===== src/rtl/bsmt_ram.sv =====
// Generic single-write, single-read RAM with registered read data.
// No package dependencies.
module bsmt_ram #(
  parameter int unsigned Width = 8,
  parameter int unsigned Depth = 256
) (
  input  logic                     clk_i,
  input  logic                     we_i,
  input  logic [$clog2(Depth)-1:0] waddr_i,
  input  logic [Width-1:0]         wdata_i,
  input  logic [$clog2(Depth)-1:0] raddr_i,
  output logic [Width-1:0]         rdata_o
);

  logic [Width-1:0] mem_q [Depth];

  always_ff @(posedge clk_i) begin
    if (we_i) begin
      mem_q[waddr_i] <= wdata_i;
    end
    rdata_o <= mem_q[raddr_i];
  end

endmodule


===== config.mk =====
export PLATFORM = sky130hd
export DESIGN_NAME = bsmt_ram
export DESIGN_NICKNAME = d
export VERILOG_FILES = /design/src/rtl/bsmt_ram.sv
export SDC_FILE = /design/constraint.sdc
export NUM_CORES = 2
export LEC_CHECK = 0
export BUFFER_PORTS_ARGS = -buffer_cell sky130_fd_sc_hd__buf_2
export CORE_MARGIN = 8
export CORE_UTILIZATION = 45
export DETAILED_ROUTE_END_ITERATION = 10
export PLACE_DENSITY_LB_ADDON = 0.05
export SETUP_SLACK_MARGIN = 0.15
export SLEW_MARGIN = 25
export SYNTH_ARGS = -nofsm -noshare
export SYNTH_HDL_FRONTEND = slang
export SYNTH_SLANG_ARGS = --single-unit

===== constraint.sdc =====
create_clock -name clk_i -period 3.2 [get_ports clk_i]
set_input_delay 0.8 -clock clk_i [delete_from_list [all_inputs] [get_ports clk_i]]
set_output_delay 0.8 -clock clk_i [all_outputs]
set_load 0.1 [all_outputs]

==> reports/qor.txt <==
========================================================================================================
Status                                                                                      finished, final reports clean
Starting density of the core                                                                       45.2%
Share of async-settable or async-resettable flops after synthesis                                     0%
Vias per Instance                                                                                   5.84
Slew Viols, Final                                                                                      0
Fin Setup TNS                                                                                       0 ns
Post-CTS clock slew at the launch and capture registers of the worst setup and hold paths        0.06 ns
Most instantiated flip-flop cell in the synthesis netlist                                   sky130_fd_sc_hd__edfxtp_1
Clock latency on the worst-skew pair                                                             0.85 ns
Highest clock rate                                                                             0.339 GHz
Kind of launch point of the worst setup path                                                primary input
Maximum resistive drop on vdd                                                                   0.541 mV
Detailed placer's ending HPWL                                                                 142,000 µm
Wirelength per Cell                                                                              31.3 µm
Chip Width                                                                                        436 µm
Worst setup path class                                                                            in2reg
Pre-Repair DR Iteration Count                                                                          5
Slew @ Worst Pin                                                                                0.957 ns
Reg2Reg Launch Point                                                                        mem_q[83][6]
Mean cell area of the mapped netlist                                                            21.3 µm²
Final hold slack                                                                                0.373 ns
Port bufs                                                                                             33
Via count of the routed design                                                                    40,300
# Post-CTS Setup Buffers                                                                               0
Clock buffer count from CTS                                                                          208
Number of enable flip-flop cells after synthesis                                                   2,048
Number of sinks driven by the clock tree                                                           2,056
Maximum fanout along the worst path                                                                   16
Portion of the post-synthesis area used by sequential elements                                     77.5%
Required time at the worst-slack endpoint                                                        3.90 ns
Worst reg-to-reg path cell count                                                                       7
Count of warnings emitted by yosys                                                                     0
Instance area at placement                                                                    87,000 µm²
Fraction of the cycle the final worst path needs                                                   92.2%
Final Non-Filler Cells                                                                             6,896
Share of post-route cells with drive strength above 1                                              31.6%
Number of failing hold endpoints at the final stage                                                    0
Critical hold path startpoint                                                                 wdata_i[6]
Worst reg-to-reg setup slack                                                                     0.60 ns
Number of hold-repair buffers added at the cts stage                                                   0
Relative slew margins                                                                              36.2%
RSZ-0062 raised after global routing                                                                  no
Worst-case clock skew                                                                          0.0259 ns
Hold Path Cell Cnt                                                                                     1
Max-capacitance violation count                                                                        0
Placeable core area                                                                          176,000 µm²
Total die area                                                                               191,000 µm²
Summed instance area of the synthesized netlist                                               79,600 µm²
Remaining design rule violation count                                                                  0
Number of rows in the core area                                                                      154
Pre-CTS setup slack                                                                            -0.782 ns
Antenna violations before repair                                                                      10
Clk Tree Root Cell                                                                          sky130_fd_sc_hd__clkbuf_16
Hold path endpoint                                                                          mem_q[13][6]
Count of endpoints failing setup in the final report                                                   0
Number of DRC markers in iteration 0                                                               4,110
Placed cell count                                                                                  6,504
Arrival time of data at the critical path endpoint                                               3.65 ns
R2r endpoint                                                                                  rdata_o[6]
Post-synthesis instance total                                                                      3,733
Pwr dens                                                                                      607 nW/µm²
Leakage power                                                                                    30.2 nW
Maximum number of pins on one net before global-route repair                                          88
Class of the tightest hold or removal check                                                       in2reg
Number of nets at the end of the flow                                                              4,400
Total gr overflow                                                                                      0
Top-Level Pins                                                                                        34
H-tree depth                                                                                           4
First-pass GRT wire length                                                                    308,000 µm
Area growth from synthesis to layout                                                               17.8%
Final worst-path setup slack                                                                    0.249 ns
GP Congestion                                                                                      0.835
Maximum buffer depth of the clock tree                                                                 3
Synthesis-stage register bit count                                                                 2,056
Cell variety after synth                                                                              55
Net count after synthesis                                                                          3,759
Final Critical Period                                                                            2.95 ns
Wire length after detailed routing                                                            216,000 µm
Area of all placed cells without fillers                                                      93,700 µm²
Chip Height                                                                                       436 µm
Endpoint kind of the worst setup timing path                                                   flip-flop
Via count of the first global-routing pass                                                        41,700
Combined global-route utilization of all metal layers                                              22.4%
TritonCTS clock tree                                                                                 yes
Remaining antenna violation count after routing                                                        0
========================================================================================================
## worst max-delay path: stages
cell                        delay (ns)
sky130_fd_sc_hd__buf_8            0.26
sky130_fd_sc_hd__buf_12           0.22
sky130_fd_sc_hd__buf_4            0.15
sky130_fd_sc_hd__buf_4            0.13
sky130_fd_sc_hd__mux4_2           0.49
sky130_fd_sc_hd__o21ai_0          0.38
sky130_fd_sc_hd__buf_4            0.20
sky130_fd_sc_hd__a2111oi_0        0.11
sky130_fd_sc_hd__nor3_1           0.58
sky130_fd_sc_hd__buf_4            0.23
sky130_fd_sc_hd__nor4_2           0.04
## placed cells by master, fill, tap and decap left out, types with 12 or more instances in the layout
master,netlist,final
sky130_fd_sc_hd__a211oi_1,16,16
sky130_fd_sc_hd__a21oi_1,96,96
sky130_fd_sc_hd__a221oi_1,13,13
sky130_fd_sc_hd__a22oi_1,133,133
sky130_fd_sc_hd__buf_12,8,67
sky130_fd_sc_hd__buf_2,31,22
sky130_fd_sc_hd__buf_4,27,565
sky130_fd_sc_hd__bufinv_16,0,22
sky130_fd_sc_hd__clkbuf_1,111,48
sky130_fd_sc_hd__clkbuf_16,0,211
sky130_fd_sc_hd__clkinv_1,1,52
sky130_fd_sc_hd__clkinv_2,0,32
sky130_fd_sc_hd__edfxtp_1,2048,2048
sky130_fd_sc_hd__mux2i_1,134,134
sky130_fd_sc_hd__mux4_2,454,454
sky130_fd_sc_hd__nand2_1,33,33
sky130_fd_sc_hd__nand3_1,34,34
sky130_fd_sc_hd__nor2_1,282,278
sky130_fd_sc_hd__nor2b_1,31,28
sky130_fd_sc_hd__nor3_1,22,20
sky130_fd_sc_hd__nor4_1,24,15
sky130_fd_sc_hd__nor4_2,3,12
sky130_fd_sc_hd__o221ai_1,46,46
sky130_fd_sc_hd__o22ai_1,28,28
## layout make-up
| type | count | area (µm²) |
|---|---|---|
| Antenna cell | 5 | 12.5 |
| Clock buffer | 259 | 5460 |
| Clock inverter | 128 | 1240 |
| Fill cell | 13600 | 82200 |
| Inverter | 2 | 7.51 |
| Multi-Input combinational cell | 1442 | 16500 |
| Sequential cell | 2056 | 61700 |
| Tap cell | 2340 | 2930 |
| Timing Repair Buffer | 664 | 5840 |
## logic make-up (layout without fill, tap and decap cells)
group	Yosys count	after routing	share of synthesized area, %
compound gates	385	385	3.42
mux	591	591	14.6
simple gates	466	466	2.63
flops	2056	2056	77.5
buf+inv	235	1053	1.83
other cells	0	5	0
## per-layer routing
metal / wire length [µm] / track usage, % / share of wire, %
met5: 13 / 0 / 0.0060
met4: 5520 / 5.85 / 2.6
met3: 13100 / 3.69 / 6.1
met2: 106000 / 37.0 / 49
met1: 90700 / 31.1 / 42
## worst max path at each step
stage / from / endpoint / slack, ns / cells after the start
6_report: raddr_i[0] / rdata_o[0] / 0.25 / 11
5_1_grt: raddr_i[0] / rdata_o[6] / 0.21 / 8
4_1_cts: raddr_i[3] / rdata_o[4] / 0.19 / 11
3_5_place_dp: raddr_i[0] / rdata_o[3] / -0.78 / 10
3_3_place_gp: raddr_i[0] / rdata_o[4] / -1.44 / 9
2_1_floorplan: raddr_i[0] / rdata_o[2] / 0.46 / 9
## state kept, by name, summed over array words and instances (netlist names)
register,cells
mem_q,2048
rdata_o,8
## synth_stat cells, types with 13 or more instances
library cell | number | area [µm²]
sky130_fd_sc_hd__nor2b_1 | 31 | 194
sky130_fd_sc_hd__o221ai_1 | 46 | 403
sky130_fd_sc_hd__edfxtp_1 | 2048 | 61500
sky130_fd_sc_hd__clkbuf_1 | 111 | 417
sky130_fd_sc_hd__nor3_1 | 22 | 110
sky130_fd_sc_hd__o22ai_1 | 28 | 175
sky130_fd_sc_hd__buf_4 | 27 | 203
sky130_fd_sc_hd__a221oi_1 | 13 | 114
sky130_fd_sc_hd__buf_8 | 13 | 195
sky130_fd_sc_hd__buf_1 | 22 | 82.6
sky130_fd_sc_hd__buf_2 | 31 | 155
sky130_fd_sc_hd__a21oi_1 | 96 | 480
sky130_fd_sc_hd__nand3_1 | 34 | 170
sky130_fd_sc_hd__mux4_2 | 454 | 10200
sky130_fd_sc_hd__a22oi_1 | 133 | 998
sky130_fd_sc_hd__nor2_1 | 282 | 1060
sky130_fd_sc_hd__a211oi_1 | 16 | 120
sky130_fd_sc_hd__buf_6 | 21 | 236
sky130_fd_sc_hd__mux2i_1 | 134 | 1340
sky130_fd_sc_hd__nand2_1 | 33 | 124
sky130_fd_sc_hd__nor4_1 | 24 | 150
## report_power, final
group	internal [mW]	total, mW	switching [mW]	leakage (nW)
sequential	29.7	29.7	0.0560	18.5
combinational	1.19	3.22	2.03	8.49
clock	13.8	23.9	10.1	3.25
## stage by stage
step	utilization (%)	total power, mW
5_1_grt	53.3	58.5
2_1_floorplan	-	31.9
3_3_place_gp	49.4	33.5
4_1_cts	53.2	57.4
3_5_place_dp	49.4	33.6
6_report	53.3	56.9
## what timing repair did
item / in CTS / in global routing
endpoints found under the setup margin: 1 / 2
resized for setup: 1 / 2
pin swaps: 0 / 0
Note: power is estimated with default switching activity, not from simulation.
