<file path="src/rtl/bsmt_pkg.sv">
// Package for the seen-message tracker: payload types, sequencer states,
// hash command bundle and fixed constants. No dependencies.
package bsmt_pkg;

  localparam int unsigned FILTER_BITS_LOG2 = 19;
  localparam int unsigned NUM_PROBES       = 8;

  localparam int unsigned PAGE_W    = 16;
  localparam int unsigned ADDR_W    = 16;
  localparam int unsigned PROD_W    = 48;
  localparam int unsigned PAGE_SHIFT = 5;
  localparam int unsigned ADDR_SHIFT = 11;
  localparam logic [31:0] KNUTH_MULT = 32'd2654435761;

  localparam int unsigned CFG_IDX_W = 1;
  localparam logic [CFG_IDX_W-1:0] CFG_SKIP_UNSEEN    = 1'd0;
  localparam logic [CFG_IDX_W-1:0] CFG_STOP_ON_UNSEEN = 1'd1;

  typedef enum logic [0:0] {
    FUNC_MESSAGE  = 1'b0,
    FUNC_ACTIVATE = 1'b1
  } func_e;

  typedef struct packed {
    func_e             func;
    logic [PAGE_W-1:0] page;
    logic [ADDR_W-1:0] addr;
    logic              activate_value;
  } bsmt_in_t;

  typedef struct packed {
    logic unseen;
    logic skip_enabled;
    logic skip_activated;
    logic menu_changed;
    logic filter_dirty;
  } bsmt_out_t;

  typedef enum logic [2:0] {
    ST_CLEAR,
    ST_IDLE,
    ST_MUL_PAGE,
    ST_MUL_ADDR,
    ST_LOAD_H2,
    ST_PROBE_RD,
    ST_PROBE_WR,
    ST_DONE
  } state_e;

  typedef struct packed {
    logic mul_en;
    logic sel_addr;
    logic take_h1;
    logic take_h2;
    logic step;
  } hash_cmd_t;

endpackage

</file>
<file path="src/rtl/bsmt_hash.sv">
// Shared hash unit: one 16x32 multiplier for both Knuth hashes and one adder
// that walks the probe positions. Depends on bsmt_pkg.
module bsmt_hash #(
  parameter int unsigned FilterBitsLog2 = bsmt_pkg::FILTER_BITS_LOG2
) (
  input  logic                        clk_i,
  input  bsmt_pkg::hash_cmd_t         cmd_i,
  input  logic [bsmt_pkg::PAGE_W-1:0] page_i,
  input  logic [bsmt_pkg::ADDR_W-1:0] addr_i,
  output logic [FilterBitsLog2-1:0]   probe_o
);
  import bsmt_pkg::*;

  logic [PAGE_W-1:0]         operand;
  logic [PROD_W-1:0]         prod_q, prod_d;
  logic [FilterBitsLog2-1:0] probe_q, probe_d;
  logic [FilterBitsLog2-1:0] h2_q, h2_d;

  always_comb begin
    operand = cmd_i.sel_addr ? PAGE_W'(addr_i) : page_i;
    prod_d  = cmd_i.mul_en ? PROD_W'(operand) * PROD_W'(KNUTH_MULT) : prod_q;
    h2_d    = cmd_i.take_h2 ? prod_q[ADDR_SHIFT +: FilterBitsLog2] : h2_q;
    probe_d = probe_q;
    if (cmd_i.take_h1) begin
      probe_d = prod_q[PAGE_SHIFT +: FilterBitsLog2];
    end else if (cmd_i.step) begin
      probe_d = probe_q + h2_q;
    end
  end

  always_ff @(posedge clk_i) begin
    prod_q  <= prod_d;
    h2_q    <= h2_d;
    probe_q <= probe_d;
  end

  assign probe_o = probe_q;

endmodule

</file>
<file path="config.mk">
export PLATFORM = sky130hd
export DESIGN_NAME = bsmt_hash
export DESIGN_NICKNAME = d
export VERILOG_FILES = /design/src/rtl/bsmt_pkg.sv /design/src/rtl/bsmt_hash.sv
export SDC_FILE = /design/constraint.sdc
export NUM_CORES = 1
export LEC_CHECK = 0
export BUFFER_PORTS_ARGS = -buffer_cell sky130_fd_sc_hd__buf_2
export CORE_MARGIN = 2
export CORE_UTILIZATION = 50
export DETAILED_ROUTE_END_ITERATION = 7
export PLACE_DENSITY = 0.68
export SLEW_MARGIN = 20
export SYNTH_ARGS = -nofsm -noshare
export SYNTH_HDL_FRONTEND = slang
export SYNTH_SLANG_ARGS = --single-unit
</file>
<file path="constraint.sdc">
create_clock -name clk_i -period 10.1 [get_ports clk_i]
set_input_delay 1.515 -clock clk_i [delete_from_list [all_inputs] [get_ports clk_i]]
set_output_delay 1.515 -clock clk_i [all_outputs]
set_load 0.05 [all_outputs]
</file>
==> run summary, run 1 <==
The routed design could run at a clock period as short as 7.68 ns. Clock-pin slew was measured on the worst setup and hold paths at 0.05 ns. The logs give 5,791 for the via count of the first global-routing pass and 0 for the number of buffers added for setup after CTS. After Yosys synthesis, and, or, nand and nor cells account for 4.51% of the synthesized area. Detailed-route vias per instance: 5.04. Post-CTS repair changed the size of 0 cells. Counting buffers and inverters, the worst setup path is 22 cells deep.

The floorplan step defined a die boundary enclosing 18,300 um^2. Wire length per cell after detailed routing: 16.1 um. The number of nets in the synthesized netlist is 1,082.

Post-synthesis area per instance: 10.8 um^2. Counting distinct cell types in the post-synthesis netlist gives 48. The number of clock sinks came out at 63.

After detailed routing, the total wire length is 17,400 um. Measured along the x axis, the die boundary spans 135 um. In the post-synthesis netlist, the biggest area contributors are sky130_fd_sc_hd__fa_1, sky130_fd_sc_hd__edfxtp_1, sky130_fd_sc_hd__ha_1, sky130_fd_sc_hd__inv_1, sky130_fd_sc_hd__xnor2_1. The kind of cell with the highest combined delay along the critical path is adder cells. For this run, the detailed router's first-pass iteration total came to 4. The worst hold path was traced through 0 stages. Hold buffer count at cts: 0. In the synthesized netlist, the number of instances is 795. The root buffer cell chosen for the clock tree is sky130_fd_sc_hd__clkbuf_16.

The path class of the tightest hold or removal check is reg2reg. In the final layout, the share of cells above drive strength 1 is 10.5%. For this run, the total global-route usage over all layers was measured as 20.9%. The synthesized netlist devotes 8.99% of its cell area to compound gates.

Setup repair after global routing left no endpoint under its margin. The worst setup path is of the in2reg kind. The tools report the met2 usage in global routing as 33.6%. Summed over all layers, the global routing overflow is 0.

Timing would allow up to 130 MHz. Worst reg-to-reg path cell count: 9. The worst setup path is launched from an input port. Summed over all nets, the half-perimeter wirelength after detailed placement is 15,300 um. For the final number of setup-violating endpoints, the log shows 0.

Xor/xnor cell area share of the yosys netlist: 5.50%. The routed layout has 5,443 vias. Number of buffers added by the clock tree synthesis step: 9. After synthesis, the largest family of logic cells by area is adder cells. By count the netlist is led by sky130_fd_sc_hd__inv_1, sky130_fd_sc_hd__fa_1, sky130_fd_sc_hd__ha_1. The critical path goes through buf_2 -> mux2i_1 -> inv_1 -> fa_1 -> fa_1 -> inv_1 -> fa_1 -> inv_1 -> fa_1 -> fa_1 -> inv_1 -> fa_1 -> inv_1 -> ha_1 -> a2111oi_0 -> o21ai_0 -> o21ai_0 -> a311oi_2 -> a211o_1 -> o311a_1 -> nor2_1 -> xnor2_1. The final critical path takes up 76.1% of the cycle. The routability congestion estimate from global placement came out at 0.944.

The worst path required time is 10.17 ns. The post-detailed-route count of antenna-violating nets is 0, and the transition time at the pin with the least slew margin is 0.630 ns. For this run, the number of Yosys warnings is 0. The H-tree generated during clock tree synthesis spans 3 levels. The run gives 47 as the floorplan row count. Critical path capture point type: a flip-flop. The stage delay of the slowest cell on the critical path is 0.58 ns. The area growth from synthesis to layout is 10.2%. For the number of DRC violations after detailed-routing iteration 0, the log shows 220. The number of remaining DRC errors is 0, and the number of antenna cells inserted is 0. The most common flop cell mapped by yosys is sky130_fd_sc_hd__edfxtp_1. The count of pins over their slew limit was 0. In the final design database the tool counted 1,143 nets.

The run gives 0 ns as the setup TNS. Synthesis inferred 63 register bits. The clock arrives with 0.00589 ns of skew. After Yosys synthesis, full adders, half adders and majority gates account for 47.4% of the synthesized area. Initial antenna violation count: 0.

For the global routing usage on met3, the log shows 2.58%. The number of buffers and inverters on the critical path is 6. The tools report the number of failing hold endpoints at the final stage as 0.

After global routing, the most crowded layer is met2. The later pin in the worst-skew pair is clocked with a latency of 0.32 ns. The placeable core region came out at 16,700 um^2.

Global routing consumed, on the met1 layer, 29.1% of the routing resources. The effective utilization at floorplan is 51.5%, and the global-route wire length before repair is 29,400 um. In this design, the critical path's most frequently occurring cell is sky130_fd_sc_hd__fa_1. After synthesis, the share of cell area in mux cells is 2.21%.

Measured against its own limit, the worst slew margin works out to 58.0%. Data arrival time at the worst-slack endpoint: 7.75 ns. The largest total area in the synthesized netlist belongs to sky130_fd_sc_hd__fa_1.

Sequential cells were found to cover 22.0% of the synthesized design area. The number of max-cap violations came out at 0. The maximum clock insertion buffer count is 2. Yosys mapped a number of flops with a built-in enable equal to 63. The peak fanout along the critical path came out at 16. The slowest stage of the critical path is the sky130_fd_sc_hd__fa_1 cell. The share of synthesized area in the top cell type comes to 29.8%. Entering global routing, the biggest net connects 38 pins.

During placement, the flow inserted port buffers numbering 56. In the post-synthesis netlist, the cell with the most instances is sky130_fd_sc_hd__inv_1. The run finished with clean final reports.

TritonCTS built the clock tree. The synthesized netlist occupies a cell area of 8600 um^2. The floorplan step set the die height to 135 um. I/O pin total: 57. In the synthesized netlist the async set-or-reset flop fraction comes to 0%.
[flip-flops by register name, indices dropped and copies added (netlist names)]
signal   cells
probe_o     19
prod_q      25
h2_q        19
[per-stage QoR]
stage	cells	hold WS [ns]	instance area [um^2]	worst slack (ns)	util, %
after floorplan	795	0.400	8600	2.13	-
after global placement	1065	0.402	9140	2.19	54.7
after detailed placement	1065	0.405	9140	2.04	54.7
after CTS	1081	0.412	9480	2.41	56.8
after global routing	1081	0.418	9480	1.98	56.8
final	1081	0.409	9480	2.42	56.8
[final cells by class]
| class | count | area (um^2) |
|---|---|---|
| tap | 220 | 275 |
| sequential | 63 | 1890 |
| multi-input combinational | 516 | 5900 |
| inverter | 209 | 785 |
| clock buffer | 9 | 225 |
| clock inverter | 7 | 111 |
| fill | 1474 | 7220 |
| timing repair buffer | 57 | 288 |
[path summary, 6_finish.rpt]
check / to / slack, ns / start
worst min-delay path: h2_q[13] / 0.41 / prod_q[24]
worst min register to register: h2_q[13] / 0.41 / prod_q[24]
worst max register to register: probe_o[16] / 7.41 / probe_o[2]
worst max-delay path: prod_q[28] / 2.42 / cmd_i[3]
[per-layer routing]
| layer | vias up | part of all wire (%) |
|---|---|---|
| li1 | 2681 | - |
| met4 | 0 | 3.5 |
| met1 | 2601 | 47 |
| met2 | 127 | 46 |
| met5 | - | 0 |
| met3 | 34 | 3.9 |
[cells in the final DEF (no fill, tap or decap), types with 7 or more instances in the layout]
cell type,netlist,layout
sky130_fd_sc_hd__xnor2_1,34,34
sky130_fd_sc_hd__mux2_2,8,8
sky130_fd_sc_hd__a21o_1,19,19
sky130_fd_sc_hd__buf_2,0,56
sky130_fd_sc_hd__and3_1,7,7
sky130_fd_sc_hd__o21ai_0,29,29
sky130_fd_sc_hd__clkbuf_16,0,9
sky130_fd_sc_hd__fa_1,128,128
sky130_fd_sc_hd__xor2_1,20,20
sky130_fd_sc_hd__ha_1,121,121
sky130_fd_sc_hd__nor2_1,14,14
sky130_fd_sc_hd__edfxtp_1,63,63
sky130_fd_sc_hd__mux2i_1,10,9
sky130_fd_sc_hd__nand2_1,31,31
sky130_fd_sc_hd__a21oi_1,29,29
sky130_fd_sc_hd__inv_1,209,209
sky130_fd_sc_hd__nand3_1,8,8
[cell families after synthesis]
group                      Yosys count
adders and majority gates          249
buffers and inverters              216
AOI/OAI and AO/OA                  115
and+or+nand+nor                     80
DFF                                 63
xor gates and xnor gates            54
muxes                               18
Power of run 1 is left out: the tool's default activity adds up to more than one toggle a clock period on the data nets, which glitch-free logic cannot reach.
==> run 2, diff against run 1 <==
Clock period 10.1 ns to 7.33 ns, I/O delays scaled along.
==> run 2 against run 1 <==
Against the previous run: clock skew fell by 0.0026 ns; hold slack improved by 0.0058 ns; sequential share of layout area fell by 0.20 points; non-clock buffer count rose by 14; register-to-register slack got worse by 2.8 ns; routed wire length rose by 4.5%; final cell count rose by 1.2%; global-route usage rose by 0.84 points; die area did not move; design area rose by 1.0%; via count rose by 0.75%; critical path depth did not move; critical path type unchanged; highest routed layer unchanged.
==> run summary, run 2 (synthesis gave the netlist of run 1 again) <==
Across the run, the number of max-cap violations was 0. The logs give 0 for the number of failing hold endpoints at the final stage and 30,400 um for the global-route wire length before repair. The transition time at the pin with the least slew margin was 0.609 ns; the number of clock sinks was 63. The via count of the first global-routing pass came out at 5,920.

The worst setup path is launched from an input port. Using the TritonRoute via totals, the vias-per-cell ratio works out to 5.01. After detailed routing, the number of remaining DRC violations is 0.

The count of pins over their slew limit came out at 0. For this run, the detailed router's first-pass iteration total came to 4. The reg-to-reg critical path startpoint was probe_o[0]. The tools report the post-detailed-route count of antenna-violating nets as 0. The number of antenna diodes in the final layout is 0. The post-CTS clock slew at the launch and capture registers of the worst setup and hold paths was 0.05 ns. The destination of the worst register-to-register timing path is probe_o[18].

The routed design has 18,200 um of wire. The run gives 0.32 ns as the clock latency at the later pin of the worst-skew pair. For this run, the post-layout net count is 1,157. Depth of the CTS H-tree: 3. Initial antenna violation count: 0. Once the clock tree was built, the resizer swapped 0 gates to a different size. The class of the most critical setup path was in2reg. The floorplan has 47 rows.

For hold timing, the worst endpoint is h2_q[13]. For this run, the total global-route usage over all layers was measured as 21.8%. The clock period could shrink to 6.94 ns. The run gives 1,446 as the number of fillers in the final layout.

The worst setup path is captured at a flip-flop. The die footprint was 18,300 um^2. Once the floorplan was initialized, standard cells occupied 51.5% of the core. The synthesis-to-layout area growth is 11.3%, and the peak clock frequency supported by timing is 144 MHz. Setup violations remaining at the end of the flow were counted as 0. For the number of DRC violations after detailed-routing iteration 0, the log shows 246. In this run the post-CTS setup repair buffer count came out at 0.

Setup slack on the worst reg-to-reg path comes out at 4.61 ns. In this run the horizontal extent of the chip is 135 um. Wire length per cell after detailed routing: 16.6 um. Setup repair after global routing left no endpoint under its margin. The total global routing overflow came out at 0.

The flip-flop count of the largest register after layout was 25; the utilization of the core after routing was 57.3%. Between clock sinks in the finished design, the worst skew comes to 0.00324 ns. TritonCTS built the clock tree. After clock tree synthesis, the flow added hold-fix buffers numbering 0. The flow ran to the end, and the final reports show no timing, DRC or antenna violations. The worst reg-to-reg path cell count is 11, and the data arrival time at the worst-slack endpoint is 7.01 ns. The critical path starts at cmd_i[3].

The library cell used most frequently in the layout, excluding fill and tap cells, is sky130_fd_sc_hd__inv_1. Counting the buffers created by CTS gives 9. The library cells used most frequently in the layout, excluding fill and tap cells, are sky130_fd_sc_hd__inv_1, sky130_fd_sc_hd__fa_1, sky130_fd_sc_hd__ha_1.

The tools report the detailed-placement wirelength estimate as 15,600 um. Counting along the longest clock path gives a buffer depth of 2. The share of cells above drive strength 1 is 11.6%. Buffer type at the clock tree root: sky130_fd_sc_hd__clkbuf_16. The number of buffers added on ports works out to 56.

From bottom edge to top edge, the die measures 135 um. For the setup TNS, the log shows 0 ns. Register bank with the most flops: prod_q.

In this run the worst path has a maximum fanout of 9. At the end of routability-driven placement, the weighted congestion stood at 0.953. Of the available clock period, the critical path in the final layout requires 94.7%. The pin count of the biggest net entering global routing is 38. Beginning of the worst hold path: prod_q[24].

57 I/O pins were placed. Summing over every cut layer, the via total after detailed routing is 5,484. The core region is 16,700 um^2. The path class of the tightest hold or removal check is reg2reg. The worst hold path was traced through 0 stages. Data on the critical path is required at its endpoint by 7.40 ns. Measured against its own limit, the worst slew margin works out to 59.4%.
[run 2: changes by cell type in the layout (fill, tap and decap cells not counted), sizes merged]
cell | before | now
buf | 57 | 71
clkinvlp | 1 | 0
clkinv | 3 | 2
clkbuf | 9 | 10
[run 2: area by class of cell]
class,instances,area [um^2],share of cell area [%]
Inverter,209,785,8.19
Sequential cell,63,1890,19.8
Timing Repair Buffer,71,393,4.10
Clock buffer,10,229,2.39
Multi-Input combinational cell,516,5900,61.7
Clock inverter,5,97.6,1.02
Tap cell,220,275,2.87
[run 2: per-layer routing]
layer	vias to the layer above	wire length (um)	GRT usage (%)	part of all wire [%]
met4	0	391	6.13	2.2
li1	2705	-	-	-
met5	-	0	0	0
met3	30	688	2.43	3.8
met2	145	8760	38.0	48
met1	2604	8330	29.0	46
[run 2: per-stage QoR]
| step | cells | hold slack (ns) | setup WS (ns) | instance area (um^2) |
|---|---|---|---|---|
| global placement | 1079 | 0.401 | 0.169 | 9250 |
| finish | 1094 | 0.415 | 0.392 | 9580 |
| detailed placement | 1079 | 0.405 | 0.0622 | 9250 |
| CTS | 1094 | 0.414 | 0.399 | 9580 |
| floorplan | 795 | 0.400 | 0.0296 | 8610 |
| global route | 1094 | 0.425 | 0.0542 | 9580 |
[run 2: worst max-delay path by stage]
stage                       to  slack, ns  cells after the start
global route        prod_q[28]       0.05                     22
global placement    prod_q[29]       0.17                     21
detailed placement  prod_q[28]       0.06                     22
finish              prod_q[28]       0.39                     22
CTS                 prod_q[28]       0.40                     22
floorplan           prod_q[29]       0.03                     23
[run 2: worst max-delay path, cell delays in order]
cell                        delay, ns
sky130_fd_sc_hd__buf_2           0.23
sky130_fd_sc_hd__mux2i_1         0.28
sky130_fd_sc_hd__inv_1           0.15
sky130_fd_sc_hd__fa_1            0.59
sky130_fd_sc_hd__fa_1            0.52
sky130_fd_sc_hd__inv_1           0.05
sky130_fd_sc_hd__fa_1            0.51
sky130_fd_sc_hd__inv_1           0.06
sky130_fd_sc_hd__fa_1            0.51
sky130_fd_sc_hd__fa_1            0.49
sky130_fd_sc_hd__inv_1           0.05
sky130_fd_sc_hd__fa_1            0.47
sky130_fd_sc_hd__inv_1           0.04
sky130_fd_sc_hd__ha_1            0.29
sky130_fd_sc_hd__a2111oi_0       0.39
sky130_fd_sc_hd__o21ai_0         0.14
sky130_fd_sc_hd__o21ai_0         0.15
sky130_fd_sc_hd__a311oi_2        0.19
sky130_fd_sc_hd__a211o_1         0.32
sky130_fd_sc_hd__o311a_1         0.29
sky130_fd_sc_hd__nor2_1          0.11
sky130_fd_sc_hd__xnor2_1         0.08
Power of run 2 is left out for the same reason.
